--- config.mk ---
export PLATFORM = sky130hd
export DESIGN_NAME = first_fit_block_allocator_flat
export DESIGN_NICKNAME = d
export VERILOG_FILES = /design/src/rtl/ffba_pkg.sv /design/src/rtl/ffba_req_if.sv /design/src/rtl/ffba_rsp_if.sv /design/src/rtl/first_fit_block_allocator.sv /design/src/flat_wrapper.sv
export SDC_FILE = /design/constraint.sdc
export NUM_CORES = 2
export LEC_CHECK = 0
export BUFFER_PORTS_ARGS = -buffer_cell sky130_fd_sc_hd__buf_2
export CORE_MARGIN = 1.5
export CORE_UTILIZATION = 45
export DETAILED_ROUTE_END_ITERATION = 10
export PLACE_DENSITY = 0.67
export SKIP_CTS_REPAIR_TIMING = 1
export SLEW_MARGIN = 0
export SYNTH_ARGS = -nofsm -noshare
export SYNTH_HDL_FRONTEND = slang
export SYNTH_SLANG_ARGS = --single-unit
--- constraint.sdc ---
create_clock -name clk -period 17.2 [get_ports clk]
set_clock_uncertainty 0.2 [all_clocks]
set_input_delay 1.72 -clock clk [delete_from_list [all_inputs] [get_ports clk]]
set_output_delay 1.72 -clock clk [all_outputs]
set_load 0.01 [all_outputs]
--- src/rtl/ffba_pkg.sv ---
// Shared constants and types for the first-fit block allocator.
// No dependencies; compiled before every other file.
`default_nettype none
package ffba_pkg;

	localparam int MAP_UNITS    = 1024;
	localparam int RESERVED_TOP = 64;
	localparam int SEARCH_UNITS = (MAP_UNITS > RESERVED_TOP) ? MAP_UNITS - RESERVED_TOP : 0;

	// Field widths of the request and response
	localparam int OP_W   = 2;
	localparam int SIZE_W = 11;
	localparam int UNIT_W = 10;

	// Map storage geometry
	localparam int WORD_W       = 32;
	localparam int BIT_SEL_W    = $clog2(WORD_W);
	localparam int MAP_WORDS    = MAP_UNITS / WORD_W;
	localparam int WORD_SEL_W   = $clog2(MAP_WORDS);
	localparam int SEARCH_WORDS = (SEARCH_UNITS + WORD_W - 1) / WORD_W;
	localparam int SLICE_W      = 8;
	localparam int SLICES       = WORD_W / SLICE_W;
	localparam int SLICE_SEL_W  = $clog2(SLICES);
	localparam int SLICE_BIT_W  = $clog2(SLICE_W);

	typedef enum logic [OP_W-1:0] {
		OP_CHECK = 2'd0,
		OP_ALLOC = 2'd1,
		OP_FREE  = 2'd2,
		OP_CLEAR = 2'd3
	} op_t;

	typedef enum logic [2:0] {
		ST_IDLE,
		ST_SCAN_RD,
		ST_SCAN_SLICE,
		ST_MARK_RD,
		ST_MARK_WR,
		ST_DONE
	} state_t;

endpackage
`default_nettype wire

--- src/rtl/ffba_req_if.sv ---
// Request channel of the allocator: valid/ready plus request fields.
// Depends on ffba_pkg.
`default_nettype none
interface ffba_req_if;
	logic                        valid;
	logic                        ready;
	logic [ffba_pkg::OP_W-1:0]   operation;
	logic [ffba_pkg::SIZE_W-1:0] block_size;
	logic [ffba_pkg::UNIT_W-1:0] free_start;

	modport source (output valid, operation, block_size, free_start, input ready);
	modport sink   (input valid, operation, block_size, free_start, output ready);
endinterface
`default_nettype wire

--- src/rtl/ffba_rsp_if.sv ---
// Response channel of the allocator: valid/ready plus result fields.
// Depends on ffba_pkg.
`default_nettype none
interface ffba_rsp_if;
	logic                        valid;
	logic                        ready;
	logic                        granted;
	logic [ffba_pkg::UNIT_W-1:0] grant_address;

	modport source (output valid, granted, grant_address, input ready);
	modport sink   (input valid, granted, grant_address, output ready);
endinterface
`default_nettype wire

--- src/rtl/first_fit_block_allocator.sv ---
// First-fit contiguous allocator over a 1024-unit usage bitmap; top level.
// Depends on ffba_pkg, ffba_req_if and ffba_rsp_if.
//
// One request at a time; each transfer on req yields exactly one transfer on rsp.
// The map is a 32 x 32-bit memory with one read and one write port, plus a
// valid bit per word so reset and clear take effect at once (no clearing pass).
// Check and allocate scan the lowest 960 units word by word: each word is read,
// then scanned one 8-unit slice per cycle through a shared run counter, over
// the 30 searchable words. Allocate then marks the run, and free clears its
// range, with a read-modify-write (a read state, then a write state) per word
// touched. Clear, rejected check or allocate sizes (zero, or above 960) and a
// free of size zero go straight to done. A finished result sits in an output
// register; the next request is taken once the sequencer is back in idle.
`default_nettype none
module first_fit_block_allocator (
	input  wire logic   clk,
	input  wire logic   arst_n,
	ffba_req_if.sink    req,
	ffba_rsp_if.source  rsp
);
	import ffba_pkg::*;

	state_t state_q, state_n;

	op_t                  op_q;
	logic [SIZE_W-1:0]    len_q;
	logic [UNIT_W-1:0]    lo_q, hi_q;
	logic [WORD_SEL_W-1:0] word_q;
	logic [SLICE_SEL_W-1:0] slice_q;
	logic [SIZE_W-1:0]    run_q;
	logic [UNIT_W-1:0]    first_q;
	logic                 res_granted_q;
	logic [UNIT_W-1:0]    res_addr_q;

	logic                 out_valid_q;
	logic                 out_granted_q;
	logic [UNIT_W-1:0]    out_addr_q;

	// Map storage
	logic [WORD_W-1:0]    mem_q [MAP_WORDS];
	logic [MAP_WORDS-1:0] row_valid_q;
	logic [WORD_W-1:0]    rd_data_q;
	logic                 rd_valid_q;

	// Control strobes
	logic size_bad;
	logic mem_we;
	logic out_load;
	logic clear_map;

	// Scan slice results
	logic [WORD_W-1:0]  word_eff;
	logic [SLICE_W-1:0] slice_bits;
	logic [SIZE_W-1:0]  run_n;
	logic [UNIT_W-1:0]  first_n;
	logic               hit_n;

	// Mark datapath
	logic [WORD_W-1:0]  mark_mask;
	logic [WORD_W-1:0]  mark_word;
	logic [UNIT_W-1:0]  alloc_hi;
	logic [UNIT_W+1:0]  free_end;
	logic [UNIT_W-1:0]  free_hi;

	assign size_bad = (req.block_size == '0)
		|| ({21'd0, req.block_size} > 32'(SEARCH_UNITS));

	// Next state
	always_comb begin
		state_n = state_q;
		unique case (state_q)
			ST_IDLE: begin
				if (req.valid) begin
					unique case (op_t'(req.operation))
						OP_CHECK, OP_ALLOC: state_n = size_bad ? ST_DONE : ST_SCAN_RD;
						OP_FREE:  state_n = (req.block_size == '0) ? ST_DONE : ST_MARK_RD;
						OP_CLEAR: state_n = ST_DONE;
					endcase
				end
			end
			ST_SCAN_RD: state_n = ST_SCAN_SLICE;
			ST_SCAN_SLICE: begin
				if (hit_n) begin
					state_n = (op_q == OP_CHECK) ? ST_DONE : ST_MARK_RD;
				end else if (slice_q == SLICE_SEL_W'(SLICES - 1)) begin
					state_n = (word_q == WORD_SEL_W'(SEARCH_WORDS - 1)) ? ST_DONE : ST_SCAN_RD;
				end
			end
			ST_MARK_RD: state_n = ST_MARK_WR;
			ST_MARK_WR: begin
				if (word_q == hi_q[UNIT_W-1 -: WORD_SEL_W]) begin
					state_n = ST_DONE;
				end else begin
					state_n = ST_MARK_RD;
				end
			end
			ST_DONE: begin
				if (!out_valid_q || rsp.ready) begin
					state_n = ST_IDLE;
				end
			end
			default: state_n = ST_IDLE;
		endcase
	end

	// Outputs of the sequencer
	always_comb begin
		req.ready = 1'b0;
		mem_we    = 1'b0;
		out_load  = 1'b0;
		clear_map = 1'b0;
		unique case (state_q)
			ST_IDLE: begin
				req.ready = 1'b1;
				clear_map = req.valid && (op_t'(req.operation) == OP_CLEAR);
			end
			ST_MARK_WR: mem_we   = 1'b1;
			ST_DONE:    out_load = !out_valid_q || rsp.ready;
			default: ;
		endcase
	end

	// One slice of the first-fit scan: up to eight dependent run updates
	assign word_eff   = rd_valid_q ? rd_data_q : '0;
	assign slice_bits = word_eff[slice_q*SLICE_W +: SLICE_W];

	always_comb begin
		logic [UNIT_W-1:0] idx;
		logic              used;
		run_n   = run_q;
		first_n = first_q;
		hit_n   = 1'b0;
		for (int j = 0; j < SLICE_W; j++) begin
			idx  = {word_q, slice_q, SLICE_BIT_W'(j)};
			used = slice_bits[j] || ({22'd0, idx} >= 32'(SEARCH_UNITS));
			if (!hit_n) begin
				if (used) begin
					run_n = '0;
				end else begin
					if (run_n == '0) begin
						first_n = idx;
					end
					run_n = run_n + SIZE_W'(1);
					if (run_n == len_q) begin
						hit_n = 1'b1;
					end
				end
			end
		end
	end

	// Mark and free range math
	assign alloc_hi = UNIT_W'({1'b0, first_n} + len_q - SIZE_W'(1));
	assign free_end = {2'b00, req.free_start} + {1'b0, req.block_size} - (UNIT_W+2)'(1);
	assign free_hi  = (free_end >= (UNIT_W+2)'(MAP_UNITS)) ? UNIT_W'(MAP_UNITS - 1)
		: free_end[UNIT_W-1:0];

	always_comb begin
		logic [UNIT_W-1:0] idx;
		for (int j = 0; j < WORD_W; j++) begin
			idx          = {word_q, BIT_SEL_W'(j)};
			mark_mask[j] = (idx >= lo_q) && (idx <= hi_q);
		end
	end

	assign mark_word = (op_q == OP_ALLOC) ? (word_eff | mark_mask) : (word_eff & ~mark_mask);

	// Map memory: one registered read, one write
	always_ff @(posedge clk) begin
		if (mem_we) begin
			mem_q[word_q] <= mark_word;
		end
		rd_data_q <= mem_q[word_q];
	end

	always_ff @(posedge clk or negedge arst_n) begin
		if (!arst_n) begin
			row_valid_q <= '0;
			rd_valid_q  <= 1'b0;
		end else begin
			rd_valid_q <= row_valid_q[word_q];
			if (clear_map) begin
				row_valid_q <= '0;
			end else if (mem_we) begin
				row_valid_q[word_q] <= 1'b1;
			end
		end
	end

	// Sequencer state and working registers
	always_ff @(posedge clk or negedge arst_n) begin
		if (!arst_n) begin
			state_q <= ST_IDLE;
		end else begin
			state_q <= state_n;
		end
	end

	always_ff @(posedge clk) begin
		unique case (state_q)
			ST_IDLE: begin
				op_q          <= op_t'(req.operation);
				len_q         <= req.block_size;
				run_q         <= '0;
				first_q       <= '0;
				slice_q       <= '0;
				res_granted_q <= 1'b0;
				res_addr_q    <= '0;
				lo_q          <= req.free_start;
				hi_q          <= free_hi;
				word_q        <= (op_t'(req.operation) == OP_FREE)
					? req.free_start[UNIT_W-1 -: WORD_SEL_W] : '0;
			end
			ST_SCAN_SLICE: begin
				run_q   <= run_n;
				first_q <= first_n;
				slice_q <= slice_q + SLICE_SEL_W'(1);
				if (hit_n) begin
					res_granted_q <= 1'b1;
					if (op_q == OP_ALLOC) begin
						res_addr_q <= first_n;
						lo_q       <= first_n;
						hi_q       <= alloc_hi;
						word_q     <= first_n[UNIT_W-1 -: WORD_SEL_W];
					end
				end else if (slice_q == SLICE_SEL_W'(SLICES - 1)) begin
					word_q <= word_q + WORD_SEL_W'(1);
				end
			end
			ST_MARK_WR: word_q <= word_q + WORD_SEL_W'(1);
			default: ;
		endcase
	end

	// Output register
	always_ff @(posedge clk or negedge arst_n) begin
		if (!arst_n) begin
			out_valid_q <= 1'b0;
		end else if (out_load) begin
			out_valid_q <= 1'b1;
		end else if (rsp.ready) begin
			out_valid_q <= 1'b0;
		end
	end

	always_ff @(posedge clk) begin
		if (out_load) begin
			out_granted_q <= res_granted_q;
			out_addr_q    <= res_addr_q;
		end
	end

	assign rsp.valid         = out_valid_q;
	assign rsp.granted       = out_granted_q;
	assign rsp.grant_address = out_addr_q;

endmodule
`default_nettype wire
--- src/flat_wrapper.sv ---
// flat-port wrapper written by rule: the top's interface ports become plain ports
module first_fit_block_allocator_flat import ffba_pkg::*;
  (clk, arst_n, req_valid, req_operation, req_block_size, req_free_start, req_ready, rsp_valid, rsp_granted, rsp_grant_address, rsp_ready);
  ffba_req_if req_i ();
  ffba_rsp_if rsp_i ();
  input  wire logic clk;
  input  wire logic arst_n;
  input wire logic [$bits(req_i.valid)-1:0] req_valid;
  input wire logic [$bits(req_i.operation)-1:0] req_operation;
  input wire logic [$bits(req_i.block_size)-1:0] req_block_size;
  input wire logic [$bits(req_i.free_start)-1:0] req_free_start;
  output wire logic [$bits(req_i.ready)-1:0] req_ready;
  output wire logic [$bits(rsp_i.valid)-1:0] rsp_valid;
  output wire logic [$bits(rsp_i.granted)-1:0] rsp_granted;
  output wire logic [$bits(rsp_i.grant_address)-1:0] rsp_grant_address;
  input wire logic [$bits(rsp_i.ready)-1:0] rsp_ready;
  assign req_i.valid = req_valid;
  assign req_i.operation = req_operation;
  assign req_i.block_size = req_block_size;
  assign req_i.free_start = req_free_start;
  assign req_ready = req_i.ready;
  assign rsp_valid = rsp_i.valid;
  assign rsp_granted = rsp_i.granted;
  assign rsp_grant_address = rsp_i.grant_address;
  assign rsp_i.ready = rsp_ready;
  first_fit_block_allocator u_core (.clk(clk), .arst_n(arst_n), .req(req_i), .rsp(rsp_i));
endmodule
==> impl_metrics.csv <==
group,metric,value,unit
logic_synthesis,synth_top_area_cell,"edfxtp_1",
routing,drc,0,
timing,hold_violations,0,
global_routing,grt_pass1_wl,226000,um
logic_synthesis,synth-xor-area-share,2.27,%
logic_synthesis,avgSynthCellArea,15.1,um^2
floorplan,coreArea,0.120,mm^2
logic_synthesis,synth_common_cells,"edfxtp_1 (1107), mux4_2 (270), nor2_1 (209)",
place,place_hpwl,93900,um
logic_synthesis,synthSimpleGateAreaFrac,8.01,%
logic_synthesis,synth_edf_count,1107,
routing,drt-total-wl,156000,um
run,maxCapViolations,0,
logic_synthesis,syn_inst,3600,
place,gp_congestion,0.980,
logic_synthesis,synthAdderAreaFrac,1.68,%
logic_synthesis,synth_top_family_by_area,"multiplexers",
timing,worst_slew_pin_slew,1250,ps
floorplan,die_h,351,um
layout,multi_input_area,0.0187,mm^2
global_routing,grt.busiest_layer,"met1",
power_and_ir_drop,cellLeakagePower,20.0,nW
cts,worstSkewPairLatency,710,ps
timing,clock.fmax,62.9,MHz
cts,root_buffer,"clkbuf_16",
layout,area_growth,11.8,%
floorplan,fp-row-count,127,
layout,stdcell_area,0.0608,mm^2
logic_synthesis,synth-seq-cells,1176,
critical_path,critPathKind,"reg2reg",
layout,nets,3736,
global_routing,grt_util_met2,37.9,%
status,outcome,"finished clean",
critical_path,worstPathRequired,17420,ps
timing,rsz0062_at_grt,"no",
logic_synthesis,synth_compound_area_share,9.88,%
logic_synthesis,synth_flop_cell,"edfxtp_1",
critical_path,cp-end-kind,"flip-flop",
logic_synthesis,yosys.area.top_type_share,61.1,%
power_and_ir_drop,power,13.1,mW
cts,cts_tree,"yes",
critical_path,crit_slowest_cell,"a2111oi_1",
timing,report.final.slew_viol_count,0,
logic_synthesis,synth_seq_area_share,64.0,%
critical_path,timing.rr.end,"u_core.hi_q[9]$_DFFE_PP_",
floorplan,pin_count,40,
routing,viasPerCell,6.46,
timing,post-route-period-util,92.5,%
critical_path,reg2reg_depth,54,
logic_synthesis,ys_async_sr_fraction,3.15,%
floorplan,initial_core_util,45.4,%
logic_synthesis,ys_types,117,
logic_synthesis,syn-cell-area,0.0544,mm^2
global_routing,met1_usage,37.9,%
power_and_ir_drop,powerDensity,216,mW/mm^2
cts,clock-sinks,1176,
critical_path,critPathMaxFanout,26,
floorplan,die-area,0.123,mm^2
timing,setup_violations,0,
timing,post-route-min-period,15900,ps
critical_path,max_stage_delay,820,ps
layout,nFillCells,9830,
global_routing,met3_usage,4.32,%
worst_hold_path,holdPathStages,0,
cts,clk_pin_slew_worst_paths,70,ps
global_routing,grt-ovfl-total,0,
routing,dr.pass1.iters,6,
place,placed_cell_area,0.0570,mm^2
worst_hold_path,hp-start,"u_core.res_addr_q[9]$_DFFE_PP_",
routing,vias,34520,
critical_path,timing.rr.start,"u_core.word_q[1]$_DFFE_PP_",
power_and_ir_drop,ir_drop,186,uV
place,portBuffers,39,
timing,relSlewSlack,16.4,%
critical_path,worst_path_most_repeated_cell,"ha_1",
critical_path,arrival,16120,ps
global_routing,grt_pass1_vias,32819,
cts,clockBufferDepth,3,
floorplan,die_w,351,um
global_routing,antenna_found_initial,2,
critical_path,start_kind,"flip-flop",
worst_hold_path,min_to,"u_core.rsp.grant_address[9]$_DFFE_PP_",
logic_synthesis,yosysMostFrequentCell,"edfxtp_1",
cts,numCtsBuffers,107,
routing,wire_per_inst,29.2,um
critical_path,worst-r2r-setup-slack,1300,ps
routing,antenna_left,0,
logic_synthesis,synth.area.top_cells,"edfxtp_1 (61%), mux4_2 (11%), a22oi_1 (2.0%)",
routing,dr.first_iter.drc_count,4777,
logic_synthesis,muxShareOfSynthArea,11.8,%
cts,cts.htree.levels,3,
logic_synthesis,synth.net_count,3699,
logic_synthesis,yosysWarningCount,0,
layout,drive_above_1_share,19.9,%
timing,final.setup.tns,0,ps
layout,ff_latch_area,0.0348,mm^2
global_routing,grt_max_degree,137,
global_routing,grt_util_all_layers,25.2,%
worst_hold_path,min_path_type,"reg2reg",
## per-layer routing
layer  routed length, um  part of all wire, %  vias to the layer above
met2               69700                   45                     1850
li1                    -                    -                    14579
met4                3990                  2.6                        2
met1               66300                   43                    17836
met3               15800                   10                      253
met5                  13               0.0083                        -
## area by class of cell
cell class | instances | share of cell area, %
Tap cell | 1612 | 3.32
Multi-Input combinational cell | 2097 | 30.8
Antenna cell | 1 | 0.00412
Timing Repair Buffer | 135 | 1.55
Clock buffer | 142 | 4.99
Sequential cell | 1176 | 57.3
Inverter | 120 | 0.741
Clock inverter | 61 | 1.32
## how the worst max path moves through the flow
stage | cells after the start | endpoint | startpoint
2_1_floorplan | 68 | u_core.hi_q[9]$_DFFE_PP_ | u_core.word_q[0]$_DFFE_PP_
3_3_place_gp | 54 | u_core.hi_q[9]$_DFFE_PP_ | u_core.word_q[1]$_DFFE_PP_
3_5_place_dp | 54 | u_core.hi_q[9]$_DFFE_PP_ | u_core.word_q[1]$_DFFE_PP_
4_1_cts | 54 | u_core.hi_q[9]$_DFFE_PP_ | u_core.word_q[1]$_DFFE_PP_
5_1_grt | 56 | u_core.hi_q[9]$_DFFE_PP_ | u_core.word_q[1]$_DFFE_PP_
6_report | 54 | u_core.hi_q[9]$_DFFE_PP_ | u_core.word_q[1]$_DFFE_PP_
## kinds of logic (layout without fill, tap and decap cells)
| kind of cell | Yosys count | count (layout) |
|---|---|---|
| DFF | 1176 | 1176 |
| and+or+nand+nor | 847 | 847 |
| AOI/OAI and AO/OA | 748 | 748 |
| buffers and inverters | 327 | 458 |
| muxes | 301 | 301 |
| xor gates and xnor gates | 129 | 129 |
| adders and majority gates | 72 | 72 |
| other | 0 | 1 |
## power by group
group	switching, mW	internal, mW
Sequential	0.282	3.74
Combinational	4.15	2.39
Clock	1.07	1.49
## placed cells by master, fill, tap and decap left out, drive strengths merged, types with 16 or more instances in the layout
cell    instances
nand4          72
edfxtp       1107
or2            20
o21a           43
and3           26
a21o           37
mux2i          25
buf           135
o211ai         30
nand3          95
clkbuf        142
nand2b         21
a22oi         144
xor2           18
dfxtp          32
a31oi          39
nor2          211
inv           122
clkinv         36
xnor2         104
nand2         159
bufinv         16
nor4           33
or4            19
a211oi         24
o22ai          18
and2           30
nor2b          17
or3            30
dfrtp          37
ha             70
o21ai         124
a21oi         121
o31ai          22
nor3           75
mux4          270
## worst max-delay path, delay by kind of cell (launching register included)
family,cells,cell delay [ps]
AOI/OAI and AO/OA,18,4640
xor gates and xnor gates,5,760
adders and majority gates,6,2110
buffers and inverters,6,1110
DFF,1,760
muxes,1,280
and+or+nand+nor,18,5730
## sequential cells by signal (all words and copies together) (netlist names), 2 cells and up
signal                    cells
u_core.mem_q               1024
u_core.rd_data_q             32
u_core.row_valid_q           32
u_core.len_q                 11
u_core.run_q                 11
u_core.first_q               10
u_core.hi_q                  10
u_core.lo_q                  10
u_core.res_addr_q            10
u_core.rsp.grant_address     10
u_core.word_q                 5
u_core.state_q                3
u_core.op_q                   2
u_core.slice_q                2
## per-stage QoR
stage,utilization (%),instances,worst slack [ps],hold WS [ps]
after detailed placement,47.5,5140,1610,205
after global placement,47.5,5140,2050,205
final,50.7,5344,1300,208
after CTS,50.7,5343,1530,196
after floorplan,-,3600,3020,200
after global routing,50.7,5344,83.8,209
(Power assumes the default switching activity.)
